<file path="config.mk">
export PLATFORM = sky130hd
export DESIGN_NAME = utf8_stream_decode_validate_flat
export DESIGN_NICKNAME = d
export VERILOG_FILES = /design/src/rtl/core/u8dv_pkg.sv /design/src/rtl/core/u8dv_if.sv /design/src/rtl/core/u8dv_decode.sv /design/src/rtl/core/u8dv_result_fifo.sv /design/src/rtl/core/utf8_stream_decode_validate.sv /design/src/flat_wrapper.sv
export SDC_FILE = /design/constraint.sdc
export NUM_CORES = 1
export LEC_CHECK = 0
export BUFFER_PORTS_ARGS = -buffer_cell sky130_fd_sc_hd__buf_2
export CAP_MARGIN = 20
export CORE_ASPECT_RATIO = 2
export CORE_UTILIZATION = 59
export CTS_CLUSTER_DIAMETER = 200
export DETAILED_ROUTE_END_ITERATION = 10
export PLACE_DENSITY = 0.77
export SYNTH_ARGS = -nofsm -noshare
export SYNTH_HDL_FRONTEND = slang
export SYNTH_SLANG_ARGS = --single-unit
</file>
<file path="constraint.sdc">
create_clock -name clk_i -period 7.46 [get_ports clk_i]
set_input_delay 0.746 -clock clk_i [delete_from_list [all_inputs] [get_ports clk_i]]
set_output_delay 0.746 -clock clk_i [all_outputs]
set_load 0.03 [all_outputs]
</file>
<file path="src/rtl/core/u8dv_pkg.sv">
// shared types, constants and decode helpers for the utf-8 stream decoder
`timescale 1ns / 1ps

package u8dv_pkg;

  localparam int OffsetBits = 16;
  localparam int CpBits     = 31;
  localparam int FifoDepth  = 4;
  localparam int FifoPtrW   = $clog2(FifoDepth);

  localparam logic [OffsetBits-1:0] OfsMax = {OffsetBits{1'b1}};

  localparam logic [7:0] LeadMask2 = 8'he0;
  localparam logic [7:0] LeadMask3 = 8'hf0;
  localparam logic [7:0] LeadMask4 = 8'hf8;
  localparam logic [7:0] LeadMask5 = 8'hfc;
  localparam logic [7:0] LeadMask6 = 8'hfe;
  localparam logic [7:0] ContMask  = 8'hc0;
  localparam logic [7:0] ContTag   = 8'h80;

  typedef enum logic [1:0] {
    KIND_CHAR        = 2'd0,
    KIND_END_VALID   = 2'd1,
    KIND_END_INVALID = 2'd2
  } kind_e;

  typedef enum logic [1:0] {
    CAUSE_NONE      = 2'd0,
    CAUSE_BAD_LEAD  = 2'd1,
    CAUSE_BAD_CONT  = 2'd2,
    CAUSE_TRUNCATED = 2'd3
  } cause_e;

  typedef struct packed {
    kind_e                 kind;
    logic [CpBits-1:0]     code_point;
    cause_e                error_cause;
    logic [OffsetBits-1:0] end_offset;
    logic                  run_last;
  } result_t;

  // character length from its lead byte, zero for a bad lead
  function automatic logic [2:0] lead_len(input logic [7:0] c);
    logic [2:0] len;
    len = 3'd0;
    if (c[7] == 1'b0) begin
      len = 3'd1;
    end else if ((c & LeadMask2) == 8'hc0) begin
      len = 3'd2;
    end else if ((c & LeadMask3) == 8'he0) begin
      len = 3'd3;
    end else if ((c & LeadMask4) == 8'hf0) begin
      len = 3'd4;
    end else if ((c & LeadMask5) == 8'hf8) begin
      len = 3'd5;
    end else if ((c & LeadMask6) == 8'hfc) begin
      len = 3'd6;
    end
    return len;
  endfunction

  // payload bits of a lead byte of the given length
  function automatic logic [6:0] lead_payload(input logic [7:0] c, input logic [2:0] len);
    logic [6:0] p;
    p = 7'd0;
    case (len)
      3'd1:    p = c[6:0];
      3'd2:    p = {2'b00, c[4:0]};
      3'd3:    p = {3'b000, c[3:0]};
      3'd4:    p = {4'b0000, c[2:0]};
      3'd5:    p = {5'b00000, c[1:0]};
      3'd6:    p = {6'b000000, c[0]};
      default: p = 7'd0;
    endcase
    return p;
  endfunction

  function automatic result_t mk_end(input kind_e k, input cause_e cause,
                                     input logic [OffsetBits-1:0] ofs);
    result_t r;
    r             = '0;
    r.kind        = k;
    r.error_cause = cause;
    r.end_offset  = ofs;
    return r;
  endfunction

  function automatic result_t mk_char(input logic [CpBits-1:0] cp);
    result_t r;
    r            = '0;
    r.kind       = KIND_CHAR;
    r.code_point = cp;
    return r;
  endfunction

endpackage

</file>
<file path="src/rtl/core/u8dv_if.sv">
// valid/ready channel interfaces for input bytes and decode results
`timescale 1ns / 1ps

interface u8dv_in_if;
  logic       valid;
  logic       ready;
  logic [7:0] data_byte;
  logic       buffer_last;

  modport source (output valid, output data_byte, output buffer_last, input ready);
  modport sink   (input valid, input data_byte, input buffer_last, output ready);
endinterface

interface u8dv_out_if;
  logic        valid;
  logic        ready;
  logic [1:0]  kind;
  logic [30:0] code_point;
  logic [1:0]  error_cause;
  logic [15:0] end_offset;
  logic        run_last;

  modport source (output valid, output kind, output code_point, output error_cause,
                  output end_offset, output run_last, input ready);
  modport sink   (input valid, input kind, input code_point, input error_cause,
                  input end_offset, input run_last, output ready);
endinterface

</file>
<file path="src/rtl/core/u8dv_decode.sv">
// decoder state and per-byte result logic
`timescale 1ns / 1ps

module u8dv_decode
  import u8dv_pkg::*;
(
  input  logic        clk_i,
  input  logic        rst_ni,
  input  logic        step_i,
  input  logic [7:0]  byte_i,
  input  logic        last_i,
  output result_t     res0_o,
  output result_t     res1_o,
  output logic [1:0]  cnt_o
);

  logic [CpBits-1:0]     acc_q, acc_d;
  logic [2:0]            exp_q, exp_d;
  logic [2:0]            seen_q, seen_d;
  logic [OffsetBits-1:0] ofs_q, ofs_d;
  logic [OffsetBits-1:0] lead_q, lead_d;
  logic                  fin_q, fin_d;

  logic [OffsetBits-1:0] nxt_ofs;
  logic [2:0]            len;
  logic [CpBits-1:0]     acc_new;
  logic [2:0]            seen_new;
  result_t               r0, r1;
  logic [1:0]            n;

  assign nxt_ofs  = (ofs_q == OfsMax) ? OfsMax : ofs_q + 1'b1;
  assign len      = lead_len(byte_i);
  assign acc_new  = {acc_q[CpBits-7:0], byte_i[5:0]};
  assign seen_new = seen_q + 3'd1;

  always_comb begin
    acc_d  = acc_q;
    exp_d  = exp_q;
    seen_d = seen_q;
    ofs_d  = ofs_q;
    lead_d = lead_q;
    fin_d  = fin_q;
    r0     = '0;
    r1     = '0;
    n      = 2'd0;
    if (step_i) begin
      if (!fin_q) begin
        if (exp_q == 3'd0) begin
          if (byte_i == 8'd0) begin
            r0    = mk_end(KIND_END_VALID, CAUSE_NONE, ofs_q);
            n     = 2'd1;
            fin_d = 1'b1;
          end else if (len == 3'd0) begin
            r0    = mk_end(KIND_END_INVALID, CAUSE_BAD_LEAD, ofs_q);
            n     = 2'd1;
            fin_d = 1'b1;
          end else if (len == 3'd1) begin
            r0 = mk_char({{(CpBits-8){1'b0}}, byte_i});
            n  = 2'd1;
            if (last_i) begin
              r1 = mk_end(KIND_END_VALID, CAUSE_NONE, nxt_ofs);
              n  = 2'd2;
            end
          end else if (last_i) begin
            r0    = mk_end(KIND_END_INVALID, CAUSE_TRUNCATED, ofs_q);
            n     = 2'd1;
            fin_d = 1'b1;
          end else begin
            acc_d  = {{(CpBits-7){1'b0}}, lead_payload(byte_i, len)};
            exp_d  = len;
            seen_d = 3'd1;
            lead_d = ofs_q;
          end
        end else if (last_i && (({1'b0, seen_q} + 4'd1) < {1'b0, exp_q})) begin
          r0    = mk_end(KIND_END_INVALID, CAUSE_TRUNCATED, lead_q);
          n     = 2'd1;
          fin_d = 1'b1;
        end else if ((byte_i & ContMask) != ContTag) begin
          r0    = mk_end(KIND_END_INVALID, CAUSE_BAD_CONT, lead_q);
          n     = 2'd1;
          fin_d = 1'b1;
        end else if (seen_new >= exp_q) begin
          r0     = mk_char(acc_new);
          n      = 2'd1;
          acc_d  = '0;
          exp_d  = 3'd0;
          seen_d = 3'd0;
          if (last_i) begin
            r1 = mk_end(KIND_END_VALID, CAUSE_NONE, nxt_ofs);
            n  = 2'd2;
          end
        end else begin
          acc_d  = acc_new;
          seen_d = seen_new;
        end
      end
      ofs_d = nxt_ofs;
      if (last_i) begin
        acc_d  = '0;
        exp_d  = 3'd0;
        seen_d = 3'd0;
        ofs_d  = '0;
        lead_d = '0;
        fin_d  = 1'b0;
      end
    end
  end

  always_comb begin
    res0_o = r0;
    res1_o = r1;
    if (n == 2'd1) begin
      res0_o.run_last = 1'b1;
    end
    if (n == 2'd2) begin
      res1_o.run_last = 1'b1;
    end
  end

  assign cnt_o = n;

  always_ff @(posedge clk_i or negedge rst_ni) begin
    if (!rst_ni) begin
      acc_q  <= '0;
      exp_q  <= '0;
      seen_q <= '0;
      ofs_q  <= '0;
      lead_q <= '0;
      fin_q  <= 1'b0;
    end else begin
      acc_q  <= acc_d;
      exp_q  <= exp_d;
      seen_q <= seen_d;
      ofs_q  <= ofs_d;
      lead_q <= lead_d;
      fin_q  <= fin_d;
    end
  end

endmodule

</file>
<file path="src/rtl/core/u8dv_result_fifo.sv">
// small result queue, up to two writes and one read per cycle
`timescale 1ns / 1ps

module u8dv_result_fifo
  import u8dv_pkg::*;
(
  input  logic       clk_i,
  input  logic       rst_ni,
  input  logic [1:0] push_cnt_i,
  input  result_t    push0_i,
  input  result_t    push1_i,
  output logic       space_o,
  output logic       valid_o,
  input  logic       pop_i,
  output result_t    head_o
);

  result_t               mem_q [FifoDepth];
  logic [FifoPtrW-1:0]   wr_q, wr_d, rd_q, rd_d;
  logic [FifoPtrW:0]     cnt_q, cnt_d;
  logic                  pop;
  logic [FifoPtrW-1:0]   wr_nxt;

  assign valid_o = (cnt_q != '0);
  assign pop     = pop_i && valid_o;
  assign space_o = (cnt_q <= (FifoPtrW + 1)'(FifoDepth - 2));
  assign head_o  = mem_q[rd_q];
  assign wr_nxt  = wr_q + 1'b1;

  always_comb begin
    wr_d  = wr_q + FifoPtrW'(push_cnt_i);
    rd_d  = pop ? rd_q + 1'b1 : rd_q;
    cnt_d = cnt_q + (FifoPtrW + 1)'(push_cnt_i) - (FifoPtrW + 1)'(pop);
  end

  always_ff @(posedge clk_i) begin
    if (push_cnt_i != 2'd0) begin
      mem_q[wr_q] <= push0_i;
    end
    if (push_cnt_i == 2'd2) begin
      mem_q[wr_nxt] <= push1_i;
    end
  end

  always_ff @(posedge clk_i or negedge rst_ni) begin
    if (!rst_ni) begin
      wr_q  <= '0;
      rd_q  <= '0;
      cnt_q <= '0;
    end else begin
      wr_q  <= wr_d;
      rd_q  <= rd_d;
      cnt_q <= cnt_d;
    end
  end

endmodule

</file>
<file path="src/rtl/core/utf8_stream_decode_validate.sv">
// top level of the utf-8 stream decoder and validator
`timescale 1ns / 1ps

// Takes one byte of UTF-8 text per beat (old 1-to-6-byte form) and gives one
// result beat per finished character, plus an end beat when the string ends
// (zero byte, error, or buffer end); a byte may cause up to two result beats.
// A byte accepted into the input register waits there until the result queue
// has room for two results, is then decoded against the character state and
// written into a four-entry result queue, from which its first result is
// offered on the output.
// The block takes one byte per cycle as long as the queue has room for two
// results; a sink that takes one beat per cycle keeps that rate except where
// a byte produces two results, which then wait their turn in the queue.

module utf8_stream_decode_validate
  import u8dv_pkg::*;
(
  input  logic       clk_i,
  input  logic       rst_ni,
  u8dv_in_if.sink    in_i,
  u8dv_out_if.source out_o
);

  logic       vld_q;
  logic [7:0] byte_q;
  logic       last_q;
  logic       space;
  logic       adv;
  logic       load;
  result_t    res0, res1, head;
  logic [1:0] cnt;

  assign adv        = vld_q && space;
  assign in_i.ready = !vld_q || adv;
  assign load       = in_i.valid && in_i.ready;

  always_ff @(posedge clk_i or negedge rst_ni) begin
    if (!rst_ni) begin
      vld_q <= 1'b0;
    end else if (in_i.ready) begin
      vld_q <= in_i.valid;
    end
  end

  always_ff @(posedge clk_i) begin
    if (load) begin
      byte_q <= in_i.data_byte;
      last_q <= in_i.buffer_last;
    end
  end

  u8dv_decode i_decode (
    .clk_i  (clk_i),
    .rst_ni (rst_ni),
    .step_i (adv),
    .byte_i (byte_q),
    .last_i (last_q),
    .res0_o (res0),
    .res1_o (res1),
    .cnt_o  (cnt)
  );

  u8dv_result_fifo i_fifo (
    .clk_i      (clk_i),
    .rst_ni     (rst_ni),
    .push_cnt_i (cnt),
    .push0_i    (res0),
    .push1_i    (res1),
    .space_o    (space),
    .valid_o    (out_o.valid),
    .pop_i      (out_o.ready),
    .head_o     (head)
  );

  assign out_o.kind        = head.kind;
  assign out_o.code_point  = head.code_point;
  assign out_o.error_cause = head.error_cause;
  assign out_o.end_offset  = head.end_offset;
  assign out_o.run_last    = head.run_last;

endmodule

</file>
<file path="src/flat_wrapper.sv">
// flat-port wrapper written by rule: the top's interface ports become plain ports
module utf8_stream_decode_validate_flat import u8dv_pkg::*;
  (clk_i, rst_ni, in_i_valid, in_i_data_byte, in_i_buffer_last, in_i_ready, out_o_valid, out_o_kind, out_o_code_point, out_o_error_cause, out_o_end_offset, out_o_run_last, out_o_ready);
  u8dv_in_if in_i_i ();
  u8dv_out_if out_o_i ();
  input  logic clk_i;
  input  logic rst_ni;
  input wire logic [$bits(in_i_i.valid)-1:0] in_i_valid;
  input wire logic [$bits(in_i_i.data_byte)-1:0] in_i_data_byte;
  input wire logic [$bits(in_i_i.buffer_last)-1:0] in_i_buffer_last;
  output wire logic [$bits(in_i_i.ready)-1:0] in_i_ready;
  output wire logic [$bits(out_o_i.valid)-1:0] out_o_valid;
  output wire logic [$bits(out_o_i.kind)-1:0] out_o_kind;
  output wire logic [$bits(out_o_i.code_point)-1:0] out_o_code_point;
  output wire logic [$bits(out_o_i.error_cause)-1:0] out_o_error_cause;
  output wire logic [$bits(out_o_i.end_offset)-1:0] out_o_end_offset;
  output wire logic [$bits(out_o_i.run_last)-1:0] out_o_run_last;
  input wire logic [$bits(out_o_i.ready)-1:0] out_o_ready;
  assign in_i_i.valid = in_i_valid;
  assign in_i_i.data_byte = in_i_data_byte;
  assign in_i_i.buffer_last = in_i_buffer_last;
  assign in_i_ready = in_i_i.ready;
  assign out_o_valid = out_o_i.valid;
  assign out_o_kind = out_o_i.kind;
  assign out_o_code_point = out_o_i.code_point;
  assign out_o_error_cause = out_o_i.error_cause;
  assign out_o_end_offset = out_o_i.end_offset;
  assign out_o_run_last = out_o_i.run_last;
  assign out_o_i.ready = out_o_ready;
  utf8_stream_decode_validate u_core (.clk_i(clk_i), .rst_ni(rst_ni), .in_i(in_i_i), .out_o(out_o_i));
endmodule
</file>
Word-level counts from Yosys, hierarchy flattened
Memories as Yosys holds them, arrays and structs flattened.
Cells that the tools add are included.
{ "word_totals": {"reg_bits": 81, "ramBits": 208, "inputBits": 13, "wordCells": 150, "n_memories": 1} }
{ "classes": {"addsub": 8, "n_lt_le_gt_ge": 3, "n_eq_ne": 24, "mux": 86, "n_reduce_logical": 16} }
{ "mem_list": {"columns": ["memory", "words", "word_bits", "rd", "rd_clocked_by_memory_dff", "wr", "line_no", "rtl"], "rows": [
  ["u_core.i_fifo.mem_q", 4, 52, 1, 0, 2, "u8dv_result_fifo.sv:18", "result_t mem_q [FifoDepth];"]
]} }
{ "ops": {"columns": ["cell", "count"], "rows": [
  ["52-bit 2-to-1 mux", 15],
  ["25-bit 2-to-1 mux", 9],
  ["51-bit 2-to-1 mux", 4],
  ["16-bit 2-to-1 mux", 8],
  ["3-bit 2-to-1 mux", 24],
  ["50-bit 2-to-1 mux", 1],
  ["5-bit case mux with 5 select lines", 1],
  ["2-bit 2-to-1 mux", 10],
  ["16-bit by 1-bit adder with 16-bit output, second input constant", 1],
  ["16-bit == test, second input constant", 1],
  ["3-bit by 2-bit inequality test with 1-bit output, second input constant", 5],
  ["1-bit 2-to-1 mux", 14],
  ["3-bit == test, second input constant", 4],
  ["8-bit zero test", 1],
  ["2-bit by 1-bit inequality test with 1-bit output, second input constant", 4],
  ["8-bit AND reduction", 1],
  ["7-bit == test, second input constant", 1],
  ["7-bit AND reduction", 1],
  ["3-bit by 2-bit == test with 1-bit output, second input constant", 2],
  ["6-bit == test, second input constant", 1],
  ["3-bit zero test", 2],
  ["6-bit AND reduction", 1],
  ["3-bit nonzero test", 2],
  ["5-bit == test, second input constant", 1],
  ["other kinds (18)", 23]
]} }

Longest topological paths before layout
Gate-level depths: netlist of run 1.
{ "depth": {"ltp_word": 17, "mapped_depth": 15, "ltp_nobuf": 15} }

Modules after synthesis
Synthesis of run 1 repeated with hierarchy kept, for this count alone.
{ "hier_totals": {"hier_cells": 1096, "area_unflattened_um2": 15170.8} }
{ "by_module_without_submodules": {"columns": ["mod", "instances", "cells_each", "area_each_um2", "seq_area_each_um2"], "rows": [
  ["u8dv_result_fifo", 1, 543, 10482.6, 6421.2],
  ["u8dv_decode", 1, 539, 4357.9, 1601.5],
  ["utf8_stream_decode_validate", 1, 14, 330.3, 295.3]
]} }

Worst setup path before layout of run 1
OpenSTA, ideal clock, no wires.
{ "synth_path": {"path_type": "flip-flop to flip-flop", "startpoint": "register u_core.i_decode.seen_q[0]", "endpoint": "register u_core.i_fifo.cnt_q[2]", "setup_ps": 123, "t_arrival_ps": 3291, "path_slack_ps": 4046, "stages_incl_launch_ff": 16, "period_less_slack_ps": 3414, "cell_sequence": "dfrtp_1 -> ha_1 -> ha_1 -> nor2b_1 -> o21ai_0 -> a211o_1 -> o32ai_4 -> nor2_2 -> inv_2 -> ha_1 -> inv_1 -> ha_1 -> inv_1 -> fa_1 -> xor2_1 -> xnor2_1"} }
{ "synth_via": {"elab_chain_cells": 10, "elab_cells_between_ends": 13, "classes_between": "4 x add/sub; 2 x order compare; 6 x mux; 1 x reduce/logical"} }
{ "synth_lines": {"columns": ["item", "line_no", "rtl"], "rows": [
  ["start: declaration", "u8dv_decode.sv:19", "logic [2:0] seen_q, seen_d;"],
  ["start signal: assignment", "u8dv_decode.sv:133", "seen_q <= seen_d;"],
  ["3-bit by 1-bit adder with 3-bit output", "u8dv_decode.sv:34", "assign seen_new = seen_q + 3'd1;"],
  ["3-bit >= comparator", "u8dv_decode.sv:82", "end else if (seen_new >= exp_q) begin"],
  ["2-bit 2-to-1 mux", "u8dv_decode.sv:82", null],
  ["2-bit 2-to-1 mux", "u8dv_decode.sv:78", "end else if ((byte_i & ContMask) != ContTag) begin"],
  ["2-bit 2-to-1 mux *", "u8dv_decode.sv:74", "end else if (last_i && (({1'b0, seen_q} + 4'd1) < {1'b0, exp_q})) begin"],
  ["2-bit 2-to-1 mux *", "u8dv_decode.sv:48", "if (exp_q == 3'd0) begin"],
  ["2-bit 2-to-1 mux *", "u8dv_decode.sv:47", "if (!fin_q) begin"],
  ["2-bit 2-to-1 mux *", "u8dv_decode.sv:46", "if (step_i) begin"],
  ["3-bit by 2-bit adder with 3-bit output *", "u8dv_result_fifo.sv:33", "cnt_d = cnt_q + (FifoPtrW + 1)'(push_cnt_i) - (FifoPtrW + 1)'(pop);"],
  ["3-bit by 1-bit subtractor with 3-bit output *", "u8dv_result_fifo.sv:33", null],
  ["net u_core.i_fifo.cnt_d[2]", "u8dv_result_fifo.sv:20", "logic [FifoPtrW:0] cnt_q, cnt_d;"],
  ["end signal: assignment", "u8dv_result_fifo.sv:53", "cnt_q <= cnt_d;"],
  ["end: declaration", "u8dv_result_fifo.sv:20", null]
]} }
Mark *: on every way through the listed nets, which the timed path passes. The rest lies on a longest branch.
A chain may end at the register's enable or synchronous reset.

==> results of run 1 <==
registers in the layout (all words and copies together) (netlist names):
signal and cells:
u_core.last_q 1, u_core.byte_q 8, u_core.i_fifo.rd_q 2, u_core.i_fifo.wr_q 2, u_core.i_decode.ofs_q 16, u_core.i_decode.lead_q 16
u_core.i_decode.acc_q 25, u_core.i_decode.fin_q 1, u_core.i_decode.seen_q 3, u_core.vld_q 1, u_core.i_decode.exp_q 3, u_core.i_fifo.mem_q 208
u_core.i_fifo.cnt_q 3
per-layer routing:
metal  share of wire  track usage
met5               0            0
met4           0.078        0.247
met3           0.045       0.0334
met2            0.55        0.610
met1            0.33        0.351
worst reg2reg max path: stages, from the launching register on:
cell,delay [ns]
edfxtp_1,0.79
inv_2,0.44
a311oi_2,0.53
a211o_1,0.25
o32ai_4,0.16
a21oi_4,0.64
o211ai_2,0.18
buf_4,0.31
inv_1,0.66
synth_stat cells, types with 4 or more instances:
library cell	n
o2bb2ai_1	28
edfxtp_1	81
a32o_1	8
mux4_2	52
a31oi_1	7
a211oi_1	5
clkbuf_1	46
dfrtp_1	72
nand3_1	29
a22o_1	127
o21ai_0	66
buf_1	8
and3_1	9
xnor2_1	8
buf_2	21
nor3_1	9
nand2b_1	5
o22ai_1	52
o21ai_1	4
ha_1	12
a21oi_1	27
nor2_1	44
inv_1	13
nand2_1	120
and2_1	6
dfxtp_1	136
xor2_1	7
o211ai_1	5
a22oi_1	5
kinds of logic after synthesis:
family                     count (synthesis)
AOI/OAI and AO/OA                        360
DFF                                      289
and+or+nand+nor                          250
buffers and inverters                     92
muxes                                     53
xor gates and xnor gates                  15
adders and majority gates                 13
metrics by stage:
step / utilization / instances / power [mW] / worst slack (ns) / instance area (sq um)
after floorplan: - / 1072 / 3.26 / 4.05 / 12700
after global placement: 0.624 / 1345 / 3.72 / 3.33 / 13100
after detailed placement: 0.624 / 1345 / 3.75 / 3.23 / 13100
after CTS: 0.665 / 1393 / 5.08 / 3.24 / 14000
after global routing: 0.665 / 1394 / 5.29 / 2.99 / 14000
final: 0.665 / 1394 / 5.09 / 3.14 / 14000
final timing paths:
check                                                          end  cells after the start
setup / recovery               u_core.i_fifo.mem_q[3][9]$_DFFE_PP_                      8
hold / removal                u_core.i_decode.acc_q[8]$_DFFE_PN0P_                      1
setup reg to reg               u_core.i_fifo.mem_q[3][9]$_DFFE_PP_                      8
hold reg to reg            u_core.i_fifo.mem_q[2][51]$_SDFFE_PP0N_                      1
max in group asynchronous        u_core.i_fifo.rd_q[1]$_DFFE_PN0P_                      1
min in group clk_i                      u_core.byte_q[7]$_DFFE_PP_                      1
report_power, final:
group | switching [mW] | leakage (nW) | internal, mW
combinational | 1.10 | 2.06 | 0.540
sequential | 0.266 | 2.83 | 1.85
clock | 0.590 | 0.430 | 0.747
area by class of cell:
type	count	area, sq um
Clock buffer	41	808
Multi-Input combinational cell	691	5330
Inverter	17	63.8
Sequential cell	289	6960
Tap cell	269	337
Clock inverter	7	50.0
Fill cell	1575	7030
Timing Repair Buffer	80	438
cells in the final DEF (no fill, tap or decap), drive strengths merged, types with 9 or more instances in the layout:
master / netlist / layout
dfxtp: 136 / 136
a22o: 127 / 127
nand2: 120 / 120
edfxtp: 81 / 81
buf: 29 / 80
dfrtp: 72 / 72
o21ai: 70 / 70
o22ai: 52 / 52
mux4: 52 / 52
nor2: 46 / 46
clkbuf: 46 / 41
nand3: 29 / 29
a21oi: 29 / 29
o2bb2ai: 28 / 28
inv: 15 / 17
ha: 12 / 12
nor3: 10 / 10
and3: 9 / 9
==> reports/summary.txt, run 1 <==
H-Tree Depth: 1
WHS: 0.355 ns
Leak: 5.33 nW
Crit path buffers/inverters: 3
clock slew at reported path FFs: 0.06 ns
antenna violations before repair: 0
syn_nets: 1,098
Worst-Skew Late Latency: 0.55 ns
Starting Density: 0.602
nature of the critical path endpoint: register
largest family of logic cells by synthesized area: compound AO/OA/AOI/OAI gates
number of flops mapped to enable cells by yosys: 81
first-pass GRT wire length: 55.7 mm
final hold viol count: 0
pin count of the biggest net entering global routing: 73
drt drc: 0
CTS resizes: 0
ys flop type: dfxtp_1
CTS sink count: 289
CTS buffer count: 26
GRT Util Overall: 0.335
vias in the first global route: 9,820
core area: 0.0210 sq mm
setup TNS: 0 ns
Avg Vias per Cell: 6.90
Syn Inst Count: 1,072
Yosys cell types: 65
Setup crit start kind: register
grt ovf: 0
Clock Skew: 0.0175 ns
post-layout net count: 1,131
VDD IR max: 0.254 mV
Yosys top cell area share: 0.215
mux cell area share after synthesis: 0.0933
Starting DRT DRC Count: 699
die area: 0.0221 sq mm
Pre-Repair DR Iteration Count: 7
share of cells above drive strength 1: 0.176
top post-synthesis cells by area: dfxtp_1 22%, edfxtp_1 19%, dfrtp_1 14%
Critical path origin: u_core.last_q$_DFFE_PP_
Seq cells post-synth: 289
Period minus WS final: 4.32 ns
clk root buf: clkbuf_16
Post-Synth Simple-Gate Area: 0.0910
worst-case clock buffer depth: 3
routed vias: 9,617
n_diodes: 0
Max Cap Viol: 0
worst endpoint required time: 7.64 ns
relative slew slack: 0.264
maximum clock frequency: 0.232 GHz
async set-or-reset flop fraction in the synthesized netlist: 0.249
Tcrit/Tclk final: 0.579
antenna viol nets, final: 0
Post-CTS Setup Inserts: 0
setup violators final: 0
area grow syn2layout: 10.6%
Yosys top cell by area: dfxtp_1
Netlist Area Pre-Place: 0.0127 sq mm
crit path DAT: 4.50 ns
max-slew violation count: 0
Synth Area in Adders: 0.0134
Wirelength per Cell: 25.8 microns
worst setup path category: register to register
row count: 75
critical path's top delay family: compound AO/OA/AOI/OAI gates
Power Density: 364 mW/mm^2
Seq/Total Area, Yosys: 0.550
flop-to-flop setup slack: 3.14 ns
Compound-Gate Fraction of Synth Area: 0.213
CP max stage cell: edfxtp_1
Port-buffer cells: 66
Max stage delay on crit path: 0.79 ns
total wire length: 36.0 mm
Final GP Congestion: 0.937
CTS tree: done
die width: 106 microns
Post-Synth XOR/XNOR Area: 0.0104
Critical Path, Cell by Cell: inv_2 -> a311oi_2 -> a211o_1 -> o32ai_4 -> a21oi_4 -> o211ai_2 -> buf_4 -> inv_1
I/O pins: 67
CTS Hold Bufs: 0
synth warn: 0
worst slew pin tran: 1.09 ns
post-detail-place hpwl: 24.9 mm
Die Height: 209 microns
Hold Path Class: input port to asynchronous set/reset pin
worst r2r src: u_core.last_q$_DFFE_PP_
Max FO, Critical Path: 35
status: complete, no violations
RSZ-0062 raised after global routing: false
post-synthesis average cell area: 11.8 sq um
No activity file was read; power rests on OpenSTA's default activity.
==> run 2, diff against run 1 <==
--- a/config.mk
+++ b/config.mk
@@ -8,10 +8,10 @@
 export BUFFER_PORTS_ARGS = -buffer_cell sky130_fd_sc_hd__buf_2
 export CAP_MARGIN = 20
 export CORE_ASPECT_RATIO = 2
-export CORE_UTILIZATION = 59
+export CORE_UTILIZATION = 55
 export CTS_CLUSTER_DIAMETER = 200
 export DETAILED_ROUTE_END_ITERATION = 10
-export PLACE_DENSITY = 0.77
+export PLACE_DENSITY = 0.76
 export SYNTH_ARGS = -nofsm -noshare
 export SYNTH_HDL_FRONTEND = slang
 export SYNTH_SLANG_ARGS = --single-unit
==> constraint.sdc (replaced) <==
create_clock -name clk_i -period 3.87 [get_ports clk_i]
set_input_delay 0.387 -clock clk_i [delete_from_list [all_inputs] [get_ports clk_i]]
set_output_delay 0.387 -clock clk_i [all_outputs]
set_load 0.03 [all_outputs]
==> reports/summary.txt, run 2 (synthesis results as in run 1) <==
CTS Hold Bufs: 0 (unchanged)
Max stage delay on crit path: 0.44 ns (-0.35 ns)
setup violators final: 0 (unchanged)
max-slew violation count: 0 (unchanged)
nature of the critical path endpoint: register
clock slew at reported path FFs: 0.07 ns (about the same)
status: complete, no violations
Post-CTS Setup Inserts: 0 (unchanged)
most frequent cells in the layout: 136 x dfxtp_1, 127 x a22o_1, 120 x nand2_1
WHS: 0.00907 ns (-0.346 ns)
worst-case clock buffer depth: 3 (unchanged)
Pre-Repair DR Iteration Count: 5 (-2)
die width: 109 microns (+3.5%)
drt drc: 0 (unchanged)
antenna violations before repair: 0 (unchanged)
relative slew slack: 0.332 (+0.0673)
Max FO, Critical Path: 6 (-83%)
I/O pins: 67 (unchanged)
vias in the first global route: 9,916 (+0.98%)
maximum clock frequency: 0.280 GHz (+21%)
Period minus WS final: 3.57 ns (-0.745 ns)
H-Tree Depth: 1 (unchanged)
Setup crit start kind: register
VDD IR max: 0.589 mV (+130%)
setup TNS: 0 ns (unchanged)
Final GP Congestion: 0.959 (+2.3%)
core area: 0.0226 sq mm (+7.7%)
n_diodes: 0 (unchanged)
Starting DRT DRC Count: 867 (+24%)
Starting Density: 0.559 (-0.0431)
CTS sink count: 289 (unchanged)
share of cells above drive strength 1: 0.196 (+0.0198)
commonest non-fill, non-tap cell in the layout: dfxtp_1
Critical Path, Cell by Cell: ha_1 -> ha_1 -> nor2b_1 -> o21ai_0 -> a211o_1 -> o32ai_4 -> nor2_2 -> inv_2 -> ha_1 -> inv_1 -> ha_1 -> inv_1 -> fa_1 -> xor2_1 -> xnor2_1
Wirelength per Cell: 25.2 microns (-2.4%)
worst setup path category: register to register
first-pass GRT wire length: 55.8 mm (about the same)
RSZ-0062 raised after global routing: false
die area: 0.0237 sq mm (+7.2%)
final instance area: 0.0142 sq mm (+1.6%)
routed vias: 9,665 (+0.50%)
Core Util, Final: 0.628 (-0.0375)
Top reg by flops: u_core.i_fifo.mem_q
CP max stage cell: dfrtp_1
dpl cell area: 0.0134 sq mm (+2.0%)
CTS buffer count: 25 (-3.8%)
crit path DAT: 4.00 ns (-0.50 ns)
clk root buf: clkbuf_16
row count: 78 (+4.0%)
Power Density: 703 mW/mm^2 (+93%)
biggest regs: u_core.i_fifo.mem_q x208, u_core.i_decode.acc_q x25
Top cell by count, worst path: ha_1
Port-buffer cells: 66 (unchanged)
post-detail-place hpwl: 24.5 mm (-1.4%)
antenna viol nets, final: 0 (unchanged)
post-layout net count: 1,157 (+2.3%)
fillers: 1,750 (+11%)
grt ovf: 0 (unchanged)
Worst-Skew Late Latency: 0.54 ns (about the same)
Max Cap Viol: 0 (unchanged)
worst endpoint required time: 4.29 ns (-3.35 ns)
Leak: 5.46 nW (+2.6%)
area grow syn2layout: 12.4%
Total Power: 10.0 mW (+97%)
CTS resizes: 0 (unchanged)
Avg Vias per Cell: 6.76 (-2.0%)
final hold viol count: 0 (unchanged)
Die Height: 217 microns (+3.5%)
pin count of the biggest net entering global routing: 73 (unchanged)
Clock Skew: 0.0163 ns (-0.00120 ns)
CTS tree: done
Hold Path Class: input port to asynchronous set/reset pin
number of flip-flops in the largest register: 208 (unchanged)
Tcrit/Tclk final: 0.924 (+0.345)
total wire length: 36.0 mm (about the same)
worst slew pin tran: 1.00 ns (-0.0893 ns)
GRT Util Overall: 0.314 (-0.0206)
[run 2: layer usage]
layer	GRT usage	routed length [microns]
met1	0.327	12200
met2	0.568	19700
met3	0.0373	1650
met4	0.220	2390
met5	0	0
[run 2: layout make-up]
| cell class | instances | area, sq um | area share |
|---|---|---|---|
| Clock buffer | 37 | 764 | 0.0538 |
| Clock inverter | 8 | 70.1 | 0.00493 |
| Inverter | 17 | 63.8 | 0.00449 |
| Multi-Input combinational cell | 691 | 5330 | 0.375 |
| Sequential cell | 289 | 6960 | 0.490 |
| Tap cell | 280 | 350 | 0.0246 |
| Timing Repair Buffer | 107 | 678 | 0.0477 |
[run 2: path summary, 6_finish.rpt]
path / from / end / slack (ns) / cells past startpoint
worst max-delay path: u_core.i_decode.seen_q[0]$_DFFE_PN0P_ / u_core.i_fifo.cnt_q[2]$_DFF_PN0_ / 0.30 / 15
worst min-delay path: rst_ni / u_core.i_decode.acc_q[11]$_DFFE_PN0P_ / 0.009 / 1
worst max register to register: u_core.i_decode.seen_q[0]$_DFFE_PN0P_ / u_core.i_fifo.cnt_q[2]$_DFF_PN0_ / 0.30 / 15
worst min register to register: u_core.i_fifo.mem_q[0][21]$_SDFFE_PP0P_ / u_core.i_fifo.mem_q[0][21]$_SDFFE_PP0P_ / 0.47 / 1
max in group asynchronous: rst_ni / u_core.i_fifo.rd_q[1]$_DFFE_PN0P_ / 3.08 / 1
min in group clk_i: in_i_data_byte[4] / u_core.byte_q[4]$_DFFE_PP_ / 0.03 / 1
[run 2: critical path, delay by kind of cell, from the launching register on]
| family | cells | cell delay [ns] |
|---|---|---|
| buffers and inverters | 3 | 0.23 |
| and+or+nand+nor | 2 | 0.23 |
| adders and majority gates | 5 | 1.39 |
| DFF | 1 | 0.44 |
| AOI/OAI and AO/OA | 3 | 0.88 |
| xor gates and xnor gates | 2 | 0.29 |
[run 2: stage by stage]
stage / cells / setup slack, ns
after floorplan: 1072 / 0.456
after global placement: 1384 / 0.448
after detailed placement: 1384 / 0.339
after CTS: 1429 / 0.334
after global routing: 1429 / 0.0969
final: 1429 / 0.296
[run 2: report_power, final]
part / leakage [nW] / switching, mW / internal (mW)
Combinational: 2.21 / 2.27 / 1.17
Clock: 0.416 / 1.12 / 1.44
Sequential: 2.83 / 0.445 / 3.56
==> run 3, diff against run 2 <==
--- a/config.mk
+++ b/config.mk
@@ -8,10 +8,11 @@
 export BUFFER_PORTS_ARGS = -buffer_cell sky130_fd_sc_hd__buf_2
 export CAP_MARGIN = 20
 export CORE_ASPECT_RATIO = 2
-export CORE_UTILIZATION = 55
+export CORE_UTILIZATION = 57
+export CTS_BUF_LIST = sky130_fd_sc_hd__clkbuf_4
 export CTS_CLUSTER_DIAMETER = 200
 export DETAILED_ROUTE_END_ITERATION = 10
-export PLACE_DENSITY = 0.76
+export PLACE_DENSITY = 0.78
 export SYNTH_ARGS = -nofsm -noshare
 export SYNTH_HDL_FRONTEND = slang
 export SYNTH_SLANG_ARGS = --single-unit
==> reports/summary.txt, run 3 (synthesis results as in run 1) <==
status: complete, no violations
critical path's top delay family: adder cells
worst endpoint required time: 4.43 ns (+0.14 ns)
clock slew at reported path FFs: 0.07 ns (about the same)
relative slew slack: 0.247 (-0.0848)
GRT Util Overall: 0.317 (+0.00332)
drt drc: 0 (unchanged)
VDD IR max: 0.462 mV (-22%)
Final Non-Filler Cells: 1,505 (+5.3%)
setup TNS: 0 ns (unchanged)
Core Util, Final: 0.660 (+0.0322)
Top cell by count, worst path: ha_1
CTS sink count: 289 (unchanged)
worst slew pin tran: 1.13 ns (+0.123 ns)
biggest regs: u_core.i_fifo.mem_q x208, u_core.i_decode.acc_q x25
Avg Vias per Cell: 6.63 (-2.0%)
Starting DRT DRC Count: 677 (-22%)
pin count of the biggest net entering global routing: 73 (unchanged)
final hold viol count: 0 (unchanged)
worst-case clock buffer depth: 3 (unchanged)
CTS buffer count: 66 (+160%)
Max FO, Critical Path: 6 (unchanged)
final instance area: 0.0143 sq mm (+0.66%)
Setup crit start kind: register
fillers: 1,678 (-4.1%)
reg2reg path depth: 15 (unchanged)
vias in the first global route: 10,297 (+3.8%)
Setup WS pre-CTS: 0.373 ns (+0.0340 ns)
die width: 107 microns (-1.7%)
placed insts: 1,374 (-0.72%)
commonest non-fill, non-tap cell in the layout: dfxtp_1
reg-to-reg endpoint: u_core.i_fifo.cnt_q[2]$_DFF_PN0_
Post-CTS Setup Inserts: 0 (unchanged)
Period minus WS final: 3.49 ns (-0.0828 ns)
total wire length: 35.0 mm (-2.6%)
setup violators final: 0 (unchanged)
Port-buffer cells: 66 (unchanged)
antenna violations before repair: 1 (+1)
routed vias: 9,976 (+3.2%)
I/O pins: 67 (unchanged)
Max Cap Viol: 0 (unchanged)
first-pass GRT wire length: 54.5 mm (-2.2%)
post-detail-place hpwl: 23.7 mm (-3.1%)
antenna viol nets, final: 0 (unchanged)
Leak: 5.59 nW (+2.3%)
Final GP Congestion: 0.962 (+0.37%)
Final Worst Setup Slack: 0.379 ns (+0.0828 ns)
crit path DAT: 4.05 ns (+0.05 ns)
Starting Density: 0.584 (+0.0248)
max-slew violation count: 0 (unchanged)
Critical Path, Cell by Cell: ha_1 -> ha_1 -> nor2b_1 -> o21ai_0 -> a211o_1 -> o32ai_4 -> nor2_2 -> inv_2 -> ha_1 -> inv_1 -> ha_1 -> inv_1 -> fa_1 -> xor2_1 -> xnor2_1
number of flip-flops in the largest register: 208 (unchanged)
nature of the critical path endpoint: register
Pre-Repair DR Iteration Count: 5 (unchanged)
worst setup path category: register to register
maximum clock frequency: 0.286 GHz (+2.4%)
die area: 0.0228 sq mm (-3.5%)
Tcrit/Tclk final: 0.902 (-0.0214)
flop-to-flop setup slack: 0.38 ns (+0.08 ns)
clk root buf: clkbuf_4
area grow syn2layout: 13.1%
row count: 76 (-2.6%)
Worst-Skew Late Latency: 0.68 ns (+0.14 ns)
Wirelength per Cell: 23.3 microns (-7.5%)
Power Density: 689 mW/mm^2 (-2.1%)
Crit path buffers/inverters: 3 (unchanged)
H-Tree Depth: 3 (+2)
Hold Path Class: input port to asynchronous set/reset pin
Max stage delay on crit path: 0.44 ns (about the same)
Top reg by flops: u_core.i_fifo.mem_q
dpl cell area: 0.0133 sq mm (-0.42%)
grt ovf: 0 (unchanged)
share of cells above drive strength 1: 0.236 (+0.0406)
post-layout net count: 1,207 (+4.3%)
most frequent cells in the layout: 136 x dfxtp_1, 127 x a22o_1, 120 x nand2_1
RSZ-0062 raised after global routing: false
core area: 0.0217 sq mm (-4.2%)
Clock Skew: 0.0295 ns (+0.0132 ns)
worst r2r src: u_core.i_decode.seen_q[0]$_DFFE_PN0P_
CTS tree: done
Die Height: 213 microns (-1.8%)
CP max stage cell: dfrtp_1
-- run 3: cell count changes in the layout (fill, tap and decap cells not counted), moves of 2 or more --
| cell | before | now |
|---|---|---|
| buf_12 | 3 | 1 |
| clkbuf_1 | 4 | 0 |
| clkbuf_16 | 27 | 0 |
| clkbuf_4 | 0 | 107 |
| clkbuf_8 | 5 | 0 |
| clkinv_1 | 2 | 11 |
| clkinv_2 | 4 | 0 |
| dlygate4sd3_1 | 0 | 11 |
| inv_2 | 2 | 4 |
| inv_4 | 2 | 0 |
-- run 3: worst max path at each step --
stage	from	to	slack [ns]	depth (start not counted)
after global routing	u_core.i_decode.seen_q[0]$_DFFE_PN0P_	u_core.i_fifo.cnt_q[2]$_DFF_PN0_	0.14	15
after global placement	u_core.i_decode.seen_q[0]$_DFFE_PN0P_	u_core.i_fifo.cnt_q[2]$_DFF_PN0_	0.45	15
final	u_core.i_decode.seen_q[0]$_DFFE_PN0P_	u_core.i_fifo.cnt_q[2]$_DFF_PN0_	0.38	15
after detailed placement	u_core.i_decode.seen_q[0]$_DFFE_PN0P_	u_core.i_fifo.cnt_q[2]$_DFF_PN0_	0.37	15
after CTS	u_core.i_decode.seen_q[0]$_DFFE_PN0P_	u_core.i_fifo.cnt_q[2]$_DFF_PN0_	0.38	15
after floorplan	u_core.i_decode.seen_q[0]$_DFFE_PN0P_	u_core.i_fifo.cnt_q[2]$_DFF_PN0_	0.46	15
-- run 3: worst register-to-register path, delay by kind of cell, from the launching register on --
family | cells | cell delay [ns]
adders and majority gates | 5 | 1.41
AOI/OAI and AO/OA | 3 | 0.84
xor gates and xnor gates | 2 | 0.29
and+or+nand+nor | 2 | 0.21
buffers and inverters | 3 | 0.23
DFF | 1 | 0.44
-- run 3: routing by layer --
layer / part of all wire / GRT usage
met4: 0.064 / 0.230
met3: 0.061 / 0.0623
met5: 0 / 0
met2: 0.55 / 0.578
met1: 0.33 / 0.315
-- run 3: area by class of cell --
class / instances / area (sq um) / share of cell area
Antenna cell: 1 / 2.50 / 0.000175
Inverter: 17 / 63.8 / 0.00446
Timing Repair Buffer: 116 / 768 / 0.0537
Clock inverter: 11 / 41.3 / 0.00288
Clock buffer: 107 / 803 / 0.0561
Multi-Input combinational cell: 691 / 5330 / 0.372
Sequential cell: 289 / 6960 / 0.486
Tap cell: 273 / 342 / 0.0239
-- run 3: stage by stage --
step / total power [mW] / hold slack, ns
after floorplan: 6.28 / 0.0914
after detailed placement: 7.46 / 0.443
final: 9.86 / 0.117
after global placement: 7.41 / 0.439
after global routing: 10.3 / 0.106
after CTS: 9.88 / 0.156
-- run 3: timing repair --
action                    CTS  global route
hold endpoints to repair   82             0
hold buffers               11             0
gates resized for setup     0             0
-- run 3: where the power goes --
| part | switching (mW) | leakage [nW] | internal, mW | total, mW |
|---|---|---|---|---|
| clock network | 1.16 | 0.515 | 1.25 | 2.41 |
| registers | 0.484 | 2.83 | 3.56 | 4.04 |
| logic | 2.24 | 2.24 | 1.16 | 3.41 |
| total | 3.89 | 5.59 | 5.97 | 9.86 |
